**config.mk**
```make
export PLATFORM = sky130hd
export DESIGN_NAME = ascii_number_parser_top
export DESIGN_NICKNAME = d
export VERILOG_FILES = /design/src/hw/rtl/anp_pkg.sv /design/src/hw/rtl/anp_in_reg.sv /design/src/hw/rtl/anp_core.sv /design/src/hw/rtl/ascii_number_parser_top.sv
export SDC_FILE = /design/constraint.sdc
export NUM_CORES = 1
export LEC_CHECK = 0
export BUFFER_PORTS_ARGS = -buffer_cell sky130_fd_sc_hd__buf_2
export CAP_MARGIN = 0
export CORE_MARGIN = 2
export CORE_UTILIZATION = 35
export CTS_BUF_LIST = sky130_fd_sc_hd__clkbuf_16
export DETAILED_ROUTE_END_ITERATION = 6
export PLACE_DENSITY = 0.6
export SYNTH_ARGS = -nofsm -noshare
export SYNTH_HDL_FRONTEND = slang
export SYNTH_SLANG_ARGS = --single-unit
```
**constraint.sdc**
```tcl
create_clock -name clock -period 5.5 [get_ports clock]
set_input_delay 1.1 -clock clock [delete_from_list [all_inputs] [get_ports clock]]
set_output_delay 1.1 -clock clock [all_outputs]
set_load 0.1 [all_outputs]
```
**src/hw/rtl/anp_pkg.sv**
```systemverilog
package anp_pkg;

   // ASCII codes used by the parser
   localparam logic [7:0] CH_NUL        = 8'h00;
   localparam logic [7:0] CH_ZERO       = 8'h30;
   localparam logic [7:0] CH_LETTER_OFS = 8'h37;
   localparam logic [7:0] CH_UPPER_X    = 8'h58;
   localparam logic [7:0] CH_MINUS      = 8'h2D;
   localparam logic [7:0] CH_PLUS       = 8'h2B;
   localparam logic [7:0] BIT5          = 8'h20;

   // one request as held in the input register
   typedef struct packed {
      logic       valid;
      logic       last;
      logic [7:0] char_code;
   } anp_stage_type;

   // fold a..z to A..Z by clearing bit 5
   function automatic logic [7:0] fold_upper(input logic [7:0] c);
      logic [7:0] r;
      r = c;
      if (c inside {[8'h61:8'h7A]}) r = c & ~BIT5;
      return r;
   endfunction

endpackage

```
**src/hw/rtl/anp_in_reg.sv**
```systemverilog
module anp_in_reg
   import anp_pkg::*;
(
   input  logic          clock,
   input  logic          reset,
   input  logic          req_valid,
   output logic          req_ready,
   input  logic [7:0]    req_char_in,
   input  logic          req_is_last,
   input  logic          advance,
   output anp_stage_type stage
);

   logic       valid_ff, valid_in;
   logic       last_ff, last_in;
   logic [7:0] char_ff, char_in;

   // register is free when empty or when the core drains it this cycle
   assign req_ready = !valid_ff || advance;

   always_comb begin
      valid_in = valid_ff;
      last_in  = last_ff;
      char_in  = char_ff;
      if (req_valid && req_ready) begin
         valid_in = 1'b1;
         last_in  = req_is_last;
         char_in  = req_char_in;
      end else if (advance) begin
         valid_in = 1'b0;
      end
   end

   always_ff @(posedge clock) begin
      if (reset) begin
         valid_ff <= 1'b0;
      end else begin
         valid_ff <= valid_in;
      end
      last_ff <= last_in;
      char_ff <= char_in;
   end

   assign stage.valid     = valid_ff;
   assign stage.last      = last_ff;
   assign stage.char_code = char_ff;

endmodule

```
**src/hw/rtl/anp_core.sv**
```systemverilog
module anp_core
   import anp_pkg::*;
(
   input  logic          clock,
   input  logic          reset,
   input  anp_stage_type stage,
   output logic          advance,
   output logic          rsp_valid,
   input  logic          rsp_ready,
   output logic [31:0]   rsp_value
);

   typedef enum logic [2:0] {
      PH_ZEROS,
      PH_HEX,
      PH_SIGN,
      PH_DEC,
      PH_ENDED,
      PH_INVALID
   } phase_type;

   phase_type   phase_ff, phase_in;
   logic [31:0] acc_ff, acc_in;
   logic        neg_ff, neg_in;
   logic        rsp_valid_ff, rsp_valid_in;
   logic [31:0] rsp_value_ff, rsp_value_in;

   logic [7:0]  c;
   logic [3:0]  dec_digit;
   logic [3:0]  hex_nibble;
   logic        is_dec, is_hex;
   logic [31:0] digit_term;
   logic [31:0] dec_acc;
   logic [31:0] hex_acc;

   // the stage moves whenever the result register is free
   assign advance = !rsp_valid_ff || rsp_ready;

   // character classification
   always_comb begin
      c          = fold_upper(stage.char_code);
      is_dec     = c inside {[8'h30:8'h39]};
      is_hex     = is_dec || (c inside {[8'h41:8'h46]});
      dec_digit  = 4'(c - CH_ZERO);
      hex_nibble = (c < 8'h41) ? 4'(c - CH_ZERO) : 4'(c - CH_LETTER_OFS);
   end

   // accumulator is kept already signed: a negative number subtracts digits
   always_comb begin
      digit_term = neg_ff ? (32'd0 - {28'd0, dec_digit}) : {28'd0, dec_digit};
      dec_acc    = {acc_ff[28:0], 3'b000} + {acc_ff[30:0], 1'b0} + digit_term;
      hex_acc    = {acc_ff[27:0], hex_nibble};
   end

   // parse state update
   always_comb begin
      phase_in = phase_ff;
      acc_in   = acc_ff;
      neg_in   = neg_ff;
      if (phase_ff != PH_ENDED && phase_ff != PH_INVALID) begin
         if (stage.char_code == CH_NUL) begin
            phase_in = PH_ENDED;
         end else begin
            case (phase_ff)
               PH_ZEROS, PH_SIGN, PH_DEC: begin
                  if (phase_ff == PH_ZEROS && c == CH_ZERO) begin
                     // skip leading zero
                  end else if (phase_ff == PH_ZEROS && c == CH_UPPER_X) begin
                     phase_in = PH_HEX;
                  end else if (phase_ff == PH_ZEROS && c == CH_MINUS) begin
                     neg_in   = 1'b1;
                     phase_in = PH_SIGN;
                  end else if (phase_ff != PH_DEC && c == CH_PLUS) begin
                     neg_in   = 1'b0;
                     phase_in = PH_DEC;
                  end else if (is_dec) begin
                     acc_in   = dec_acc;
                     phase_in = PH_DEC;
                  end else begin
                     phase_in = PH_INVALID;
                     acc_in   = 32'd0;
                     neg_in   = 1'b0;
                  end
               end
               PH_HEX: begin
                  if (is_hex) begin
                     acc_in = hex_acc;
                  end else begin
                     phase_in = PH_INVALID;
                     acc_in   = 32'd0;
                     neg_in   = 1'b0;
                  end
               end
               default: begin
                  phase_in = PH_INVALID;
                  acc_in   = 32'd0;
                  neg_in   = 1'b0;
               end
            endcase
         end
      end
   end

   // result register and end-of-string restart
   always_comb begin
      rsp_valid_in = rsp_valid_ff;
      rsp_value_in = rsp_value_ff;
      if (advance && stage.valid && stage.last) begin
         rsp_valid_in = 1'b1;
         rsp_value_in = acc_in;
      end else if (rsp_ready) begin
         rsp_valid_in = 1'b0;
      end
   end

   always_ff @(posedge clock) begin
      if (reset) begin
         phase_ff     <= PH_ZEROS;
         acc_ff       <= 32'd0;
         neg_ff       <= 1'b0;
         rsp_valid_ff <= 1'b0;
      end else begin
         rsp_valid_ff <= rsp_valid_in;
         if (advance && stage.valid) begin
            if (stage.last) begin
               phase_ff <= PH_ZEROS;
               acc_ff   <= 32'd0;
               neg_ff   <= 1'b0;
            end else begin
               phase_ff <= phase_in;
               acc_ff   <= acc_in;
               neg_ff   <= neg_in;
            end
         end
      end
      rsp_value_ff <= rsp_value_in;
   end

   assign rsp_valid = rsp_valid_ff;
   assign rsp_value = rsp_value_ff;

endmodule

```
**src/hw/rtl/ascii_number_parser_top.sv**
```systemverilog
// ASCII number parser: one character per request, result on the last one.
// A last character passes through the input register, then the parse update
// writes its result into the result register; a stalled result holds it back.
// Throughput: one character per cycle unless the result register stalls;
// the parse state and the shift-add accumulator update once per character.
// Reset (synchronous, active high) empties both registers and restarts parsing.
module ascii_number_parser_top
   import anp_pkg::*;
(
   input  logic               clock,
   input  logic               reset,
   input  logic               req_valid,
   output logic               req_ready,
   input  logic [7:0]         req_char_in,
   input  logic               req_is_last,
   output logic               rsp_valid,
   input  logic               rsp_ready,
   output logic signed [31:0] rsp_value
);

   anp_stage_type stage;
   logic          advance;
   logic [31:0]   value_raw;

   // input register
   anp_in_reg u_in_reg (
      .clock       (clock),
      .reset       (reset),
      .req_valid   (req_valid),
      .req_ready   (req_ready),
      .req_char_in (req_char_in),
      .req_is_last (req_is_last),
      .advance     (advance),
      .stage       (stage)
   );

   // parse state and result register
   anp_core u_core (
      .clock     (clock),
      .reset     (reset),
      .stage     (stage),
      .advance   (advance),
      .rsp_valid (rsp_valid),
      .rsp_ready (rsp_ready),
      .rsp_value (value_raw)
   );

   assign rsp_value = signed'(value_raw);

   // an empty input register always takes a request
   a_ready_when_empty: assert property (@(posedge clock) disable iff (reset)
      !stage.valid |-> req_ready)
      else $error("input register empty but request not taken");

   // a last character that moves on produces a result next cycle
   a_last_gives_rsp: assert property (@(posedge clock) disable iff (reset)
      (stage.valid && stage.last && advance) |=> rsp_valid)
      else $error("last character did not produce a result");

   // a stalled result blocks the input register from draining
   a_stall_holds_stage: assert property (@(posedge clock) disable iff (reset)
      (rsp_valid && !rsp_ready && stage.valid) |=> stage.valid)
      else $error("input register drained while result stalled");

   // no result is pending right after reset
   a_reset_clears: assert property (@(posedge clock)
      reset |=> !rsp_valid)
      else $error("result valid after reset");

endmodule
```
==> After elaboration in Yosys (flattened, before gate mapping) <==
Cells that the tools add are included.
{ "op_classes": {"shift": 0, "n_bitwise": 0, "n_lt_le_gt_ge": 7, "eq_ne": 17, "div": 0, "n_addsub": 5, "reduce_logical": 24, "mux": 37, "n_mul": 0} }
{ "op_table": {"columns": ["cell", "count"], "rows": [
  ["$mux W32", 10],
  ["$add A32 B32 Y32", 2],
  ["$pmux W32 S2", 1],
  ["$mux W3", 9],
  ["$eq A8 B6 Y1 const B", 3],
  ["$ge A8 B7 Y1 const B", 2],
  ["$le A8 B7 Y1 const B", 2],
  ["$ne A3 B3 Y1 const B", 5],
  ["$mux W1", 13],
  ["$logic_and A1 B1 Y1", 11],
  ["$eq A8 B7 Y1 const B", 1],
  ["$ge A8 B6 Y1 const B", 1],
  ["$le A8 B6 Y1 const B", 1],
  ["$logic_not A8 Y1", 1],
  ["$lt A8 B7 Y1 const B", 1],
  ["$reduce_and A7 Y1", 1],
  ["$eq A3 B2 Y1 const B", 2],
  ["$mux W6", 1],
  ["$pmux W3 S2", 1],
  ["$reduce_bool A2 Y1", 3],
  ["$ne A5 B5 Y1 const B", 1],
  ["$sub A1 B4 Y5 const A", 1],
  ["$mux W4", 1],
  ["$ne A4 B3 Y1 const B", 1],
  ["12 further kinds", 15]
]} }
{ "word_totals": {"out_inout_bits": 34, "register_bits": 79, "rom_bits": 0, "latch_bits": 0, "n_memories": 0, "input_bits": 13, "ramBits": 0} }

==> Logic depth before layout (Yosys ltp) <==
{ "depth": {"ltp_word": 16, "ltp_mapped": 15, "depth_no_buf": 15} }

==> Modules after synthesis <==
From an unflattened synthesis, not the netlist that was laid out.
{ "unflattened": {"cells_unflattened": 588, "area_unflattened_um2": 5895.7} }
{ "modules_own_cells": {"columns": ["module", "seq_area_each_um2", "n_inst", "area_per_inst_um2", "cells_per_inst"], "rows": [
  ["anp_core", 1701.6, 1, 5555.3, 572],
  ["anp_in_reg", 290.3, 1, 340.3, 16]
]} }

==> Least setup slack after synthesis <==
OpenSTA, ideal clock, no wires.
{ "synth_timing": {"path_kind": "flip-flop to flip-flop", "startpoint": "register u_in_reg.char_ff[1]", "endpoint": "register u_core.rsp_value_ff[30], in the netlist u_core.rsp_value[30] (data pin)", "period_less_slack_ns": 4.526, "t_arrival_ns": 4.259, "slack_ns": 0.974, "required_ns": 5.232, "path_buffers": 0, "stages_incl_launch_ff": 16, "cell_sequence": "edfxtp_1 -> inv_1 -> ha_1 -> nand2_1 -> nand2_1 -> inv_1 -> fa_1 -> ha_1 -> a2111oi_2 -> o21ai_1 -> a211o_1 -> a22oi_1 -> a31oi_1 -> a221oi_2 -> xor2_1 -> o21ai_0"} }
{ "synth_via": {"elab_chain_cells": 13, "word_cells_on_any_way": 33, "classes_between": "add/sub (3); order compare (6); eq/ne (4); mux (11); reduce/logical (9)"} }
{ "synth_lines": {"columns": ["item", "line_no", "rtl"], "rows": [
  ["start, declared", "anp_in_reg.sv:16", "logic [7:0] char_ff, char_in;"],
  ["start signal, assigned", "anp_in_reg.sv:41", "char_ff <= char_in;"],
  ["$mux W6, or another cell as far along", "anp_pkg.sv:23", "if (c inside {[8'h61:8'h7A]}) r = c & ~BIT5;"],
  ["$sub A4 B1 Y4 / $logic_and A1 B1 Y1 (equally long branches)", "anp_core.sv:44, anp_pkg.sv:23", null],
  ["$sub A1 B4 Y5 / $mux W6 (equally long branches)", "anp_core.sv:50, anp_pkg.sv:23", null],
  ["$mux W32, or another cell as far along", "anp_core.sv:50", "digit_term = neg_ff ? (32'd0 - {28'd0, dec_digit}) : {28'd0, dec_digit};"],
  ["$add A32 B32 Y32 / $logic_and A1 B1 Y1 (equally long branches)", "anp_core.sv:51, anp_core.sv:42", null],
  ["$mux W32", "anp_core.sv:76", "end else if (is_dec) begin"],
  ["$mux W32", "anp_core.sv:73", "end else if (phase_ff != PH_DEC && c == CH_PLUS) begin"],
  ["$mux W32", "anp_core.sv:70", "end else if (phase_ff == PH_ZEROS && c == CH_MINUS) begin"],
  ["$mux W32", "anp_core.sv:68", "end else if (phase_ff == PH_ZEROS && c == CH_UPPER_X) begin"],
  ["$mux W32", "anp_core.sv:66", "if (phase_ff == PH_ZEROS && c == CH_ZERO) begin"],
  ["$pmux W32 S2", "anp_core.sv:64", "case (phase_ff)"],
  ["$mux W32 (*)", "anp_core.sv:61", "if (stage.char_code == CH_NUL) begin"],
  ["$mux W32 (*)", "anp_core.sv:60", "if (phase_ff != PH_ENDED && phase_ff != PH_INVALID) begin"],
  ["via u_core.acc_in[30]", "anp_core.sv:23", "logic [31:0] acc_ff, acc_in;"],
  ["end signal, assigned", "anp_core.sv:136", "rsp_value_ff <= rsp_value_in;"],
  ["end, declared", "anp_core.sv:26", "logic [31:0] rsp_value_ff, rsp_value_in;"]
]} }
The timed path passes the listed nets; every way through them passes the cells marked *.
A chain may end at the register's enable or synchronous reset.

==> Worst setup path in the final report <==
{ "layout_timing": {"startpoint": "register u_in_reg.char_ff[0]", "endpoint": "register u_core.rsp_value_ff[30], in the netlist u_core.rsp_value[30] (data pin)"} }
Same word-level chain as after synthesis.

==> results by group <==
Outcome
  • Status: complete, no violations

Drt
  • DR vias/cell: 5.63
  • Post-route antenna net violation count: 0
  • Initial DRC Count: 358
  • Number of remaining DRC errors: 0
  • Vias: approximately 4600
  • Wire per inst: ~18 um
  • Drt total wl: roughly 14000 um
  • First-pass iteration count of the detailed router: 5

Floorplanning
  • Die W: between 100 and 150 um
  • Core area: between 15000 and 20000 um^2
  • Starting density of the core: approximately 36%
  • Ports: 47
  • Die Footprint: about 17000 um^2
  • Die Height: roughly 130 um
  • Core Rows: 46

Logic synthesis
  • Synth cell types: 67
  • Synth top area share: 22.0%
  • Ys async rst share: 0%
  • Synthesized flop and latch total: ~80
  • Syn Nets: roughly 630
  • Ys flop type: edfxtp_1
  • Area contributors post-synth: edfxtp_1 22%, dfxtp_1 14%, fa_1 10%
  • Most area-hungry cell type in the Yosys netlist: edfxtp_1
  • Synth top cells by count: 41 x edfxtp_1, 41 x o21ai_0, 38 x dfxtp_1
  • Mapped Cells: 548
  • Seq/Total Area, Yosys: a little over a third
  • Avg Cell Area, Syn: roughly 10 um^2
  • Syn Std Cell Area: about 5600 um^2
  • Ys Warns: 0
  • EDFF count, synth: just over 40

Power
  • Comb pwr share: under 10%
  • Int Pwr: approximately 0.95 mW
  • PwrDens: 200 nW/um^2
  • VDD IR max: 0.151 mV
  • Sw Share: 25.2%
  • Clock share of power: between 40 and 50%
  • Switching power: between 0.3 and 0.4 mW
  • Leakage: about 2.8 nW
  • Flop pwr share: ~50%

Critical path
  • WP data required: roughly 5.6 ns
  • CP Max Fanout: 15
  • Critical path data arrival time: roughly 4.9 ns
  • Setup crit end kind: register
  • R2r endpoint: u_core.rsp_value[30]
  • Worst flop-to-flop path startpoint: u_in_reg.char_ff[0]
  • R2r worst-path depth: 15
  • Category of the most critical setup path: reg -> reg
  • Critical Path Source Type: register
  • Reg2reg setup slack: 0.64 ns

Job
  • Max-cap violations: 0

Global routing
  • Maximum number of pins on one net before global-route repair: 32
  • Initial antenna violation count: 0
  • Vias in the first global route: 4386
  • First-pass GRT wire length: around 23000 um
  • Total grt overflow: 0
  • Gr usage total: between 10% and 20%

CTS
  • Max H-tree Level: 3
  • Max clock buf depth: 2
  • CTS Buf Count: 9
  • Post-CTS Hold Buffers: 0
  • Clk_lat worst skew: between 0.3 and 0.4 ns
  • Post-CTS sizing: 0
  • # Post-CTS Setup Buffers: 0
  • CTS tree: built
  • Clock sinks: 79
  • Clock slew seen by the registers of the worst setup and hold paths: ~0.06 ns
  • Root Driver: clkbuf_16

Finish
  • Non-Filler Instances: about 810
  • Layout cells sized above 1: roughly an eighth
  • FILL cells: ~1600
  • Final nets: between 600 and 700
  • Number of diodes: 0
  • P&R area growth vs syn: 13.0%
  • Fin util: about two fifths

STA
  • Max Freq: about 210 MHz
  • Worst-margin pin slew: between 1 and 1.5 ns
  • Post-route setup TNS: 0 ns
  • Skew final: between 0.009 and 0.01 ns
  • Setup violators final: 0
  • RSZ-0062 raised after global routing: no
  • Final worst slack: around 0.64 ns
  • Final min period: ~5 ns
  • Fin. Hold Viols: 0
  • Slew Limit Fails: 0
  • Fin crit share: 88.4%
  • Worst slew margin: 26.4%

Hold path
  • Hold path endpoint: u_core.acc_ff[30]
  • Hold Crit Start: u_core.acc_ff[30]
  • Hold path cells: 2
  • Hold Path Class: reg -> reg

Place
  • Place WS: ~0.64 ns
  • Placed cell count: just under 800
  • Port Buf Inserts: 46
  • HPWL Detailed: around 10000 um
  • Placer Congestion: 0.888
-- through the flow --
stage	hold slack (ns)	area [um^2]	total power [mW]
final	0.506	6340	1.27
after detailed placement	0.479	6080	0.755
after global routing	0.526	6340	1.31
after floorplan	0.450	5610	0.728
after global placement	0.465	6080	0.754
after CTS	0.499	6340	1.28
-- cells by family after synthesis --
group                    Yosys count  share of synthesized area, %
AO/OA/AOI/OAI                    195                          24.8
XOR/XNOR                          30                          4.69
adder cells (fa/ha/maj)           65                          18.4
AND/OR/NAND/NOR                  125                          11.8
buffers and inverters             46                          3.28
multiplexers                       8                          1.45
flip-flops                        79                          35.5
-- cell usage in the layout, fill, tap and decap left out, types with 4 or more instances in the layout --
cell type and count:
mux2i_1 7, ha_1 36, o21ai_0 41, nand3_1 4, nor3_1 7, xor2_1 16
dfxtp_1 38, o21ai_1 4, nor2b_1 4, and4_1 4, fa_1 29, a31oi_1 8
buf_2 46, and2_1 7, inv_1 29, o21bai_1 5, a21o_1 13, a21oi_1 29
and3_1 5, nor2_1 24, a22oi_1 24, edfxtp_1 41, a221o_1 13, clkbuf_16 9
a22o_1 17, nand2_1 35, buf_4 6, xnor2_1 14, or3_1 4, nand2b_1 6
-- power by group through the flow --
stage	Sequential [mW]	Clock, mW	Combinational (mW)
final	0.639	0.524	0.105
after global routing	0.640	0.559	0.111
after CTS	0.638	0.538	0.105
after detailed placement	0.651	0	0.105
after global placement	0.650	0	0.104
after floorplan	0.677	0	0.0505
-- final cells by class --
cell class                      instances  area, um^2  share of cell area (%)
Sequential cell                        79        1990                    31.4
Clock inverter                          7        27.5                   0.434
Inverter                               24        90.1                    1.42
Timing Repair Buffer                   53         295                    4.66
Multi-Input combinational cell        423        3440                    54.2
Tap cell                              216         270                    4.26
Clock buffer                            9         225                    3.55
-- how the worst max path moves through the flow --
| stage | start | end | slack, ns | cells past startpoint |
|---|---|---|---|---|
| 3_3_place_gp | u_in_reg.char_ff[1] | u_core.rsp_value[30] | 0.83 | 15 |
| 5_1_grt | u_in_reg.char_ff[0] | u_core.rsp_value[30] | 0.25 | 15 |
| 4_1_cts | u_in_reg.char_ff[0] | u_core.rsp_value[30] | 0.63 | 15 |
| 6_report | u_in_reg.char_ff[0] | u_core.rsp_value[30] | 0.64 | 15 |
| 2_1_floorplan | u_in_reg.char_ff[1] | u_core.rsp_value[30] | 0.97 | 15 |
| 3_5_place_dp | u_in_reg.char_ff[0] | u_core.rsp_value[30] | 0.64 | 15 |
-- critical path, cell delays in order, from the launching register on --
cell and delay, ns:
edfxtp_1 0.42, inv_1 0.15, ha_1 0.25, nand2_1 0.10
nand2_1 0.09, inv_1 0.62, fa_1 0.55, ha_1 0.39
a2111oi_2 0.41, o21ai_1 0.15, a211o_1 0.38, a22oi_1 0.25
a31oi_1 0.19, a221oi_2 0.34, xor2_1 0.17, o21ai_0 0.09
-- layer usage --
| metal | global-route usage [%] | part of all wire [%] | vias to the layer above | wire length, um |
|---|---|---|---|---|
| met3 | 3.05 | 5.2 | 30 | 735 |
| met5 | 0 | 0 | - | 0 |
| met4 | 9.14 | 3.5 | 0 | 500 |
| met1 | 22.9 | 45 | 2228 | 6380 |
| met2 | 27.9 | 46 | 144 | 6610 |
| li1 | - | - | 2167 | - |
-- sequential cells by signal, indices dropped and copies added (netlist names) --
name / cells
u_core.acc_ff: 32
u_core.rsp_value: 32
u_in_reg.char_ff: 8
u_core.phase_ff: 3
u_core.neg_ff: 1
u_core.rsp_valid: 1
u_in_reg.last_ff: 1
u_in_reg.valid_ff: 1
Note: power is estimated with default switching activity, not from simulation.
